File: src/design/gdhs_pkg.sv
package gdhs_pkg;

  localparam int unsigned NormW = 5;
  localparam int unsigned GateW = 13;
  localparam int unsigned MagW  = 14;
  localparam int unsigned ProdW = 24;
  localparam int unsigned ValW  = 25;

  localparam logic [NormW-1:0] NormShiftReset = 5'd12;

  // hard sigmoid constants, Q12 slope and Q24 offsets
  localparam logic signed [31:0] SigLowLimit = -32'sd10240;
  localparam logic signed [31:0] SigHighLimit = 32'sd10240;
  localparam logic [9:0]         SigSlopeQ12 = 10'd819;
  localparam logic [ValW-1:0]    SigHalfQ24  = 25'd8388608;
  localparam logic [ValW-1:0]    SigOneQ24   = 25'd16777216;
  localparam logic [GateW-1:0]   GateMax     = 13'd4096;

  typedef struct packed {
    logic load_in;
    logic mac;
    logic norm;
    logic sig;
    logic out_load;
    logic cfg_we;
  } dp_cmd_t;

  typedef struct packed {
    logic last;
  } dp_status_t;

endpackage

File: src/design/gdhs_ctrl.sv
module gdhs_ctrl (
  input  logic                clk_i,
  input  logic                rst_ni,
  input  logic                in_valid_i,
  output logic                in_stall_o,
  output logic                out_valid_o,
  input  logic                out_stall_i,
  input  logic                cfg_valid_i,
  output logic                cfg_ready_o,
  input  gdhs_pkg::dp_status_t status_i,
  output gdhs_pkg::dp_cmd_t    cmd_o
);
  import gdhs_pkg::*;

  localparam logic [2:0] StIdle = 3'd0;
  localparam logic [2:0] StMac  = 3'd1;
  localparam logic [2:0] StNorm = 3'd2;
  localparam logic [2:0] StSig  = 3'd3;
  localparam logic [2:0] StEmit = 3'd4;

  logic [2:0] state_q, state_d;
  logic       out_valid_q, out_valid_d;
  logic       out_free;

  // output register can take a new value when empty or being drained
  assign out_free = !out_valid_q || !out_stall_i;

  assign in_stall_o  = (state_q != StIdle);
  assign cfg_ready_o = (state_q == StIdle);
  assign out_valid_o = out_valid_q;

  always_comb begin
    state_d        = state_q;
    cmd_o          = '0;
    cmd_o.cfg_we   = cfg_valid_i && (state_q == StIdle);
    out_valid_d    = out_valid_q && out_stall_i;
    case (state_q)
      StIdle: begin
        if (in_valid_i) begin
          cmd_o.load_in = 1'b1;
          state_d       = StMac;
        end
      end
      StMac: begin
        cmd_o.mac = 1'b1;
        state_d   = status_i.last ? StNorm : StIdle;
      end
      StNorm: begin
        cmd_o.norm = 1'b1;
        state_d    = StSig;
      end
      StSig: begin
        cmd_o.sig = 1'b1;
        state_d   = StEmit;
      end
      StEmit: begin
        if (out_free) begin
          cmd_o.out_load = 1'b1;
          out_valid_d    = 1'b1;
          state_d        = StIdle;
        end
      end
      default: begin
        state_d = StIdle;
      end
    endcase
  end

  always_ff @(posedge clk_i or negedge rst_ni) begin
    if (!rst_ni) begin
      state_q     <= StIdle;
      out_valid_q <= 1'b0;
    end else begin
      state_q     <= state_d;
      out_valid_q <= out_valid_d;
    end
  end

endmodule

File: src/design/gdhs_datapath.sv
module gdhs_datapath (
  input  logic                        clk_i,
  input  logic                        rst_ni,
  input  gdhs_pkg::dp_cmd_t           cmd_i,
  output gdhs_pkg::dp_status_t        status_o,
  input  logic [gdhs_pkg::NormW-1:0]  cfg_data_i,
  input  logic                        first_term_i,
  input  logic signed [31:0]          bias_value_i,
  input  logic signed [15:0]          x_value_i,
  input  logic signed [15:0]          x_weight_i,
  input  logic signed [15:0]          h_value_i,
  input  logic signed [15:0]          rec_weight_i,
  input  logic                        last_term_i,
  output logic [gdhs_pkg::GateW-1:0]  gate_value_o
);
  import gdhs_pkg::*;

  logic               first_q, last_q;
  logic signed [31:0] bias_q;
  logic signed [15:0] xv_q, xw_q, hv_q, rw_q;
  logic [31:0]        acc_q, acc_d;
  logic [NormW-1:0]   norm_shift_q;
  logic               pos_q, in_range_q;
  logic [MagW-1:0]    mag_q;
  logic [ValW-1:0]    val_q, val_d;
  logic [GateW-1:0]   gate_q, gate_d;

  logic signed [31:0] xprod, hprod, base;
  logic signed [31:0] sum_sh, sum_neg;
  logic               pos_d, in_range_d;
  logic [MagW-1:0]    mag_d;
  logic [ProdW-1:0]   slope_prod;
  logic [ValW-1:0]    val_sh;

  function automatic logic signed [31:0] x_value_q_ext(input logic signed [15:0] v);
    x_value_q_ext = 32'(v);
  endfunction

  // multiply-accumulate, wraps modulo 2^32
  assign xprod = x_value_q_ext(xv_q) * x_value_q_ext(xw_q);
  assign hprod = x_value_q_ext(hv_q) * x_value_q_ext(rw_q);
  assign base  = first_q ? (bias_q + xprod) : $signed(acc_q);
  assign acc_d = base + hprod;

  // normalize and fold onto the non-negative half of the curve
  assign sum_sh     = $signed(acc_q) >>> norm_shift_q;
  assign sum_neg    = -sum_sh;
  assign pos_d      = (sum_sh > 32'sd0);
  assign in_range_d = pos_d ? (sum_sh <= SigHighLimit) : (sum_sh >= SigLowLimit);
  assign mag_d      = pos_d ? sum_sh[MagW-1:0] : sum_neg[MagW-1:0];

  assign slope_prod = ProdW'(mag_q) * ProdW'(SigSlopeQ12);

  always_comb begin
    if (!in_range_q) begin
      val_d = pos_q ? SigOneQ24 : '0;
    end else if (pos_q) begin
      val_d = SigHalfQ24 + ValW'(slope_prod);
    end else begin
      val_d = SigHalfQ24 - ValW'(slope_prod);
    end
  end

  assign val_sh = val_q >> norm_shift_q;
  assign gate_d = (val_sh > ValW'(GateMax)) ? GateMax : val_sh[GateW-1:0];

  always_ff @(posedge clk_i or negedge rst_ni) begin
    if (!rst_ni) begin
      acc_q        <= '0;
      norm_shift_q <= NormShiftReset;
    end else begin
      if (cmd_i.mac) begin
        acc_q <= acc_d;
      end
      if (cmd_i.cfg_we) begin
        norm_shift_q <= cfg_data_i;
      end
    end
  end

  always_ff @(posedge clk_i) begin
    if (cmd_i.load_in) begin
      first_q <= first_term_i;
      last_q  <= last_term_i;
      bias_q  <= bias_value_i;
      xv_q    <= x_value_i;
      xw_q    <= x_weight_i;
      hv_q    <= h_value_i;
      rw_q    <= rec_weight_i;
    end
    if (cmd_i.norm) begin
      pos_q      <= pos_d;
      in_range_q <= in_range_d;
      mag_q      <= mag_d;
    end
    if (cmd_i.sig) begin
      val_q <= val_d;
    end
    if (cmd_i.out_load) begin
      gate_q <= gate_d;
    end
  end

  assign status_o.last = last_q;
  assign gate_value_o  = gate_q;

endmodule

File: src/design/gru_gate_dot_hard_sigmoid.sv
// channel  direction  handshake                fields
// in       input      in_valid_i / in_stall_o  first_term .. last_term
// out      output     out_valid_o / out_stall_i gate_value
// cfg      input      cfg_valid_i / cfg_ready_o norm_shift (cfg_data_i)
//
// an item without last_term goes through capture, then one multiply-accumulate
// an item with last_term goes through capture, accumulate, shift, sigmoid multiply, output
// the single accumulator and the state machine that walks it set these steps
// reset clears the accumulator to zero and norm_shift to 12
// a stalled output holds its value; the next item is taken while it waits
module gru_gate_dot_hard_sigmoid (
  input  logic                       clk_i,
  input  logic                       rst_ni,
  input  logic                       in_valid_i,
  output logic                       in_stall_o,
  input  logic                       first_term_i,
  input  logic signed [31:0]         bias_value_i,
  input  logic signed [15:0]         x_value_i,
  input  logic signed [15:0]         x_weight_i,
  input  logic signed [15:0]         h_value_i,
  input  logic signed [15:0]         rec_weight_i,
  input  logic                       last_term_i,
  output logic                       out_valid_o,
  input  logic                       out_stall_i,
  output logic [gdhs_pkg::GateW-1:0] gate_value_o,
  input  logic                       cfg_valid_i,
  output logic                       cfg_ready_o,
  input  logic [gdhs_pkg::NormW-1:0] cfg_data_i
);
  import gdhs_pkg::*;

  dp_cmd_t    cmd;
  dp_status_t status;

  gdhs_ctrl u_ctrl (
    .clk_i       (clk_i),
    .rst_ni      (rst_ni),
    .in_valid_i  (in_valid_i),
    .in_stall_o  (in_stall_o),
    .out_valid_o (out_valid_o),
    .out_stall_i (out_stall_i),
    .cfg_valid_i (cfg_valid_i),
    .cfg_ready_o (cfg_ready_o),
    .status_i    (status),
    .cmd_o       (cmd)
  );

  gdhs_datapath u_datapath (
    .clk_i        (clk_i),
    .rst_ni       (rst_ni),
    .cmd_i        (cmd),
    .status_o     (status),
    .cfg_data_i   (cfg_data_i),
    .first_term_i (first_term_i),
    .bias_value_i (bias_value_i),
    .x_value_i    (x_value_i),
    .x_weight_i   (x_weight_i),
    .h_value_i    (h_value_i),
    .rec_weight_i (rec_weight_i),
    .last_term_i  (last_term_i),
    .gate_value_o (gate_value_o)
  );

endmodule
File: config.mk
export PLATFORM = sky130hd
export DESIGN_NAME = gru_gate_dot_hard_sigmoid
export DESIGN_NICKNAME = d
export VERILOG_FILES = /design/src/design/gdhs_pkg.sv /design/src/design/gdhs_ctrl.sv /design/src/design/gdhs_datapath.sv /design/src/design/gru_gate_dot_hard_sigmoid.sv
export SDC_FILE = /design/constraint.sdc
export NUM_CORES = 2
export LEC_CHECK = 0
export ABC_AREA = 1
export BUFFER_PORTS_ARGS = -buffer_cell sky130_fd_sc_hd__buf_4
export CAP_MARGIN = 0
export CELL_PAD_IN_SITES_DETAIL_PLACEMENT = 1
export CELL_PAD_IN_SITES_GLOBAL_PLACEMENT = 1
export CORE_MARGIN = 10
export CORE_UTILIZATION = 25
export DETAILED_ROUTE_END_ITERATION = 7
export PLACE_DENSITY = 0.58
export SYNTH_ARGS = -nofsm -noshare
export SYNTH_HDL_FRONTEND = slang
export SYNTH_HIERARCHICAL = 1
export SYNTH_SLANG_ARGS = --single-unit
File: constraint.sdc
create_clock -name clk_i -period 10.11 [get_ports clk_i]
set_input_delay 2.022 -clock clk_i [delete_from_list [all_inputs] [get_ports clk_i]]
set_output_delay 2.022 -clock clk_i [all_outputs]
set_load 0.05 [all_outputs]
==> key figures <==
Yosys
  – Post-synthesis cell area: 36,700 µm²
  – Avg Synthesized Cell Area: 7.91 µm²
  – Share of the synthesized area in the top cell type: 0.339
  – Post-synth EDFFs: 152
  – Unique cell type count in the Yosys netlist: 56
  – Yosys reg bits: 193
  – Sequential-to-total area share from yosys stat: 0.152
  – Yosys warning total: 6
  – Area leader, netlist: fa_1
  – Asr flop ratio synth: 0.212
  – Post-synth top flop: edfxtp_1
  – Cells after Synth: 4,644
  – Syn_nets: 5,649
  – Synth top area cells: fa_1 34%, edfxtp_1 12%, nand2_1 12%

Critical path
  – Critical path launch point: u_datapath/xw_q[8]
  – Arr. time, crit path: 10.20 ns
  – Worst Path Required: 10.52 ns
  – CP Launch Type: flip-flop
  – Path depth of the worst reg2reg path: 39
  – CP endpoint: u_datapath/acc_q[30]
  – R2R Setup Slk: 0.32 ns
  – CP Capture Type: flip-flop
  – Reg-to-reg startpoint: u_datapath/xw_q[8]
  – Critical Path Max Stage Delay: 0.57 ns
  – Slowest CP cell: fa_2
  – Crit path kind: flip-flop to flip-flop
  – CP max FO: 6
  – Reg2reg end: u_datapath/acc_q[30]
  – Most frequent cell on the critical path: fa_1

Timing
  – Fin. Hold Viols: 0
  – Min Tclk post-route: 9.79 ns
  – Period utilization: 0.968
  – TNS Setup: 0 ns
  – Fin. max-slew vios: 0
  – Rel. slew slack: 0.369
  – Clk_skew: 0.0192 ns
  – Least-Margin Pin Slew: 0.945 ns
  – Fmax achieved: 0.102 GHz
  – Endpoints failing setup: 0
  – RSZ-0062 raised after global routing: true

Routing
  – Vias per cell: 4.36
  – Routed WL: 112 mm
  – Iteration count of the initial detailed-routing pass: 5
  – First-iteration detailed-routing DRC count: 1,161
  – Wirelength per Cell: 16.5 µm
  – Routed vias: 29,741
  – Final ANT Viol Nets: 0
  – DRC Markers: 0

Global route
  – Vias in the first global route: 33,464
  – Total Routing Usage GR: 0.142
  – Grt ovf: 0
  – Initial antenna violation count: 1
  – Global-route wire length before repair: 184 mm
  – Largest net degree at the start of global routing: 84

Min path
  – Hold Path Class: flip-flop to flip-flop

Placement
  – Input/output buffers: 123
  – Gpl congestion: 0.827
  – DP HPWL: 95.5 mm
  – Placed cell area: 41,200 µm²

Clock tree
  – Clock sink count: 193
  – Later-pin clock latency in the skew report: 0.55 ns
  – # hold bufs at CTS: 0
  – CTS buffer count: 17
  – Clock-pin transition on the worst setup and hold timing paths: 0.08 ns
  – H-tree depth: 4
  – CTS tree: built
  – Clk buf depth: 2
  – Root Driver: clkbuf_16

Run status
  – Outcome: completed

Final layout
  – Fraction of layout instances using a drive strength above 1: 0.145
  – Post-route design area: 43,000 µm²
  – # diodes: 0
  – Area growth syn-to-layout: 17.2%
  – # nets final: 5,893

Die
  – Starting Density: 0.252
  – # rows: 140
  – Full die area: 163,000 µm²
  – Height of the die: 403 µm
  – Io pins: 124
  – Core area: 146,000 µm²
  – Die width: 403 µm

Run
  – Maxcap violations: 0
[flip-flops by register name (all words and copies together), names as in the netlist, 3 cells and up]
signal,cells
u_datapath/acc_q,32
u_datapath/bias_q,32
u_datapath/val_q,25
u_datapath/hv_q,16
u_datapath/rw_q,16
u_datapath/xv_q,16
u_datapath/xw_q,16
u_datapath/mag_q,14
u_datapath/gate_value_o,13
u_datapath/norm_shift_q,5
u_ctrl/state_q,3
[worst min path at each step]
stage                     depth (start not counted)                  from                    to  slack (ns)
after global routing                              2  u_datapath/acc_q[15]  u_datapath/acc_q[15]        0.54
after CTS                                         2  u_datapath/acc_q[15]  u_datapath/acc_q[15]        0.51
final                                             2  u_datapath/acc_q[15]  u_datapath/acc_q[15]        0.51
after floorplan                                   2  u_datapath/acc_q[15]  u_datapath/acc_q[15]        0.45
after detailed placement                          2  u_datapath/acc_q[15]  u_datapath/acc_q[15]        0.49
after global placement                            2   u_datapath/acc_q[4]   u_datapath/acc_q[4]        0.47
[synth_stat cells, drive strengths merged (44+ instances only)]
cell type and number:
a21oi 110, nand3 236, or2 44, ha 276
inv 1182, edfxtp 152, o21ai 220, nand2 1202
clkbuf 130, fa 621, nor2 165, buf 50
[cells by family after synthesis]
kind of cell / count (synthesis) / share of synthesized area
fa+ha+maj: 897 / 0.433
simple gates: 1723 / 0.195
xor+xnor: 69 / 0.0167
compound gates: 397 / 0.0600
buf+inv: 1363 / 0.143
flops: 193 / 0.152
mux: 2 / 0.000545
[cells in the final DEF, fill, tap and decap left out, types with 5 or more instances in the layout]
cell          n
clkbuf_16    17
nor3_1       18
edfxtp_1    152
ha_4         28
nor2_4        7
a21oi_2      30
fa_1        609
o21a_1        6
nand3_2      12
o21ai_2      22
nand2_1    1164
a21o_1       12
or2_2        38
buf_12        7
buf_4       385
inv_1      1159
dfrtp_1      38
fa_2         12
o21bai_1      9
a21oi_1      76
ha_1        244
a31oi_1       7
xor2_1       36
o211ai_1     14
nor2_1      141
buf_6        13
o21ai_0     127
nand3_1     223
nand3b_1      5
nor2_2       17
nand2_2      34
inv_2        22
xnor2_1      27
and2_1        6
o21ai_1      69
nand4_1      30
[critical path: cells and delay by family (launching register included)]
kind,cells,cell delay (ns)
AOI/OAI and AO/OA,7,1.16
adders and majority gates,13,5.92
buffers and inverters,13,1.47
DFF,1,0.47
and+or+nand+nor,6,0.62
[stage by stage]
stage	instances	worst slack, ns	hold slack, ns	util
floorplan	4644	0.639	0.453	-
global placement	6758	-0.283	0.470	0.283
detailed placement	6758	-0.339	0.488	0.283
CTS	6796	0.0155	0.513	0.288
global route	6817	-0.0984	0.543	0.295
finish	6817	0.322	0.510	0.295
[timing repair]
item                       CTS  global route
pin swaps                    2            73
hold endpoints to repair     0             0
gates resized for setup     26           221
setup buffers                7            21
setup endpoints to repair   12            18
[routing by layer]
metal	GRT usage	part of all wire
met5	0	0
met4	0.0283	0.014
met3	0.0127	0.016
met2	0.257	0.51
met1	0.182	0.46
[final cells by class]
class	count	area (µm²)
clock buffers	18	429
clock inverters	13	129
fillers	17525	103000
inverters	1183	4440
multi-input cells	3088	26900
flip-flops and latches	193	5590
well taps	1917	2400
repair buffers	405	3180
Power is not shown: default switching activity piles up to over one toggle a cycle in this logic, so the estimate is an artifact.
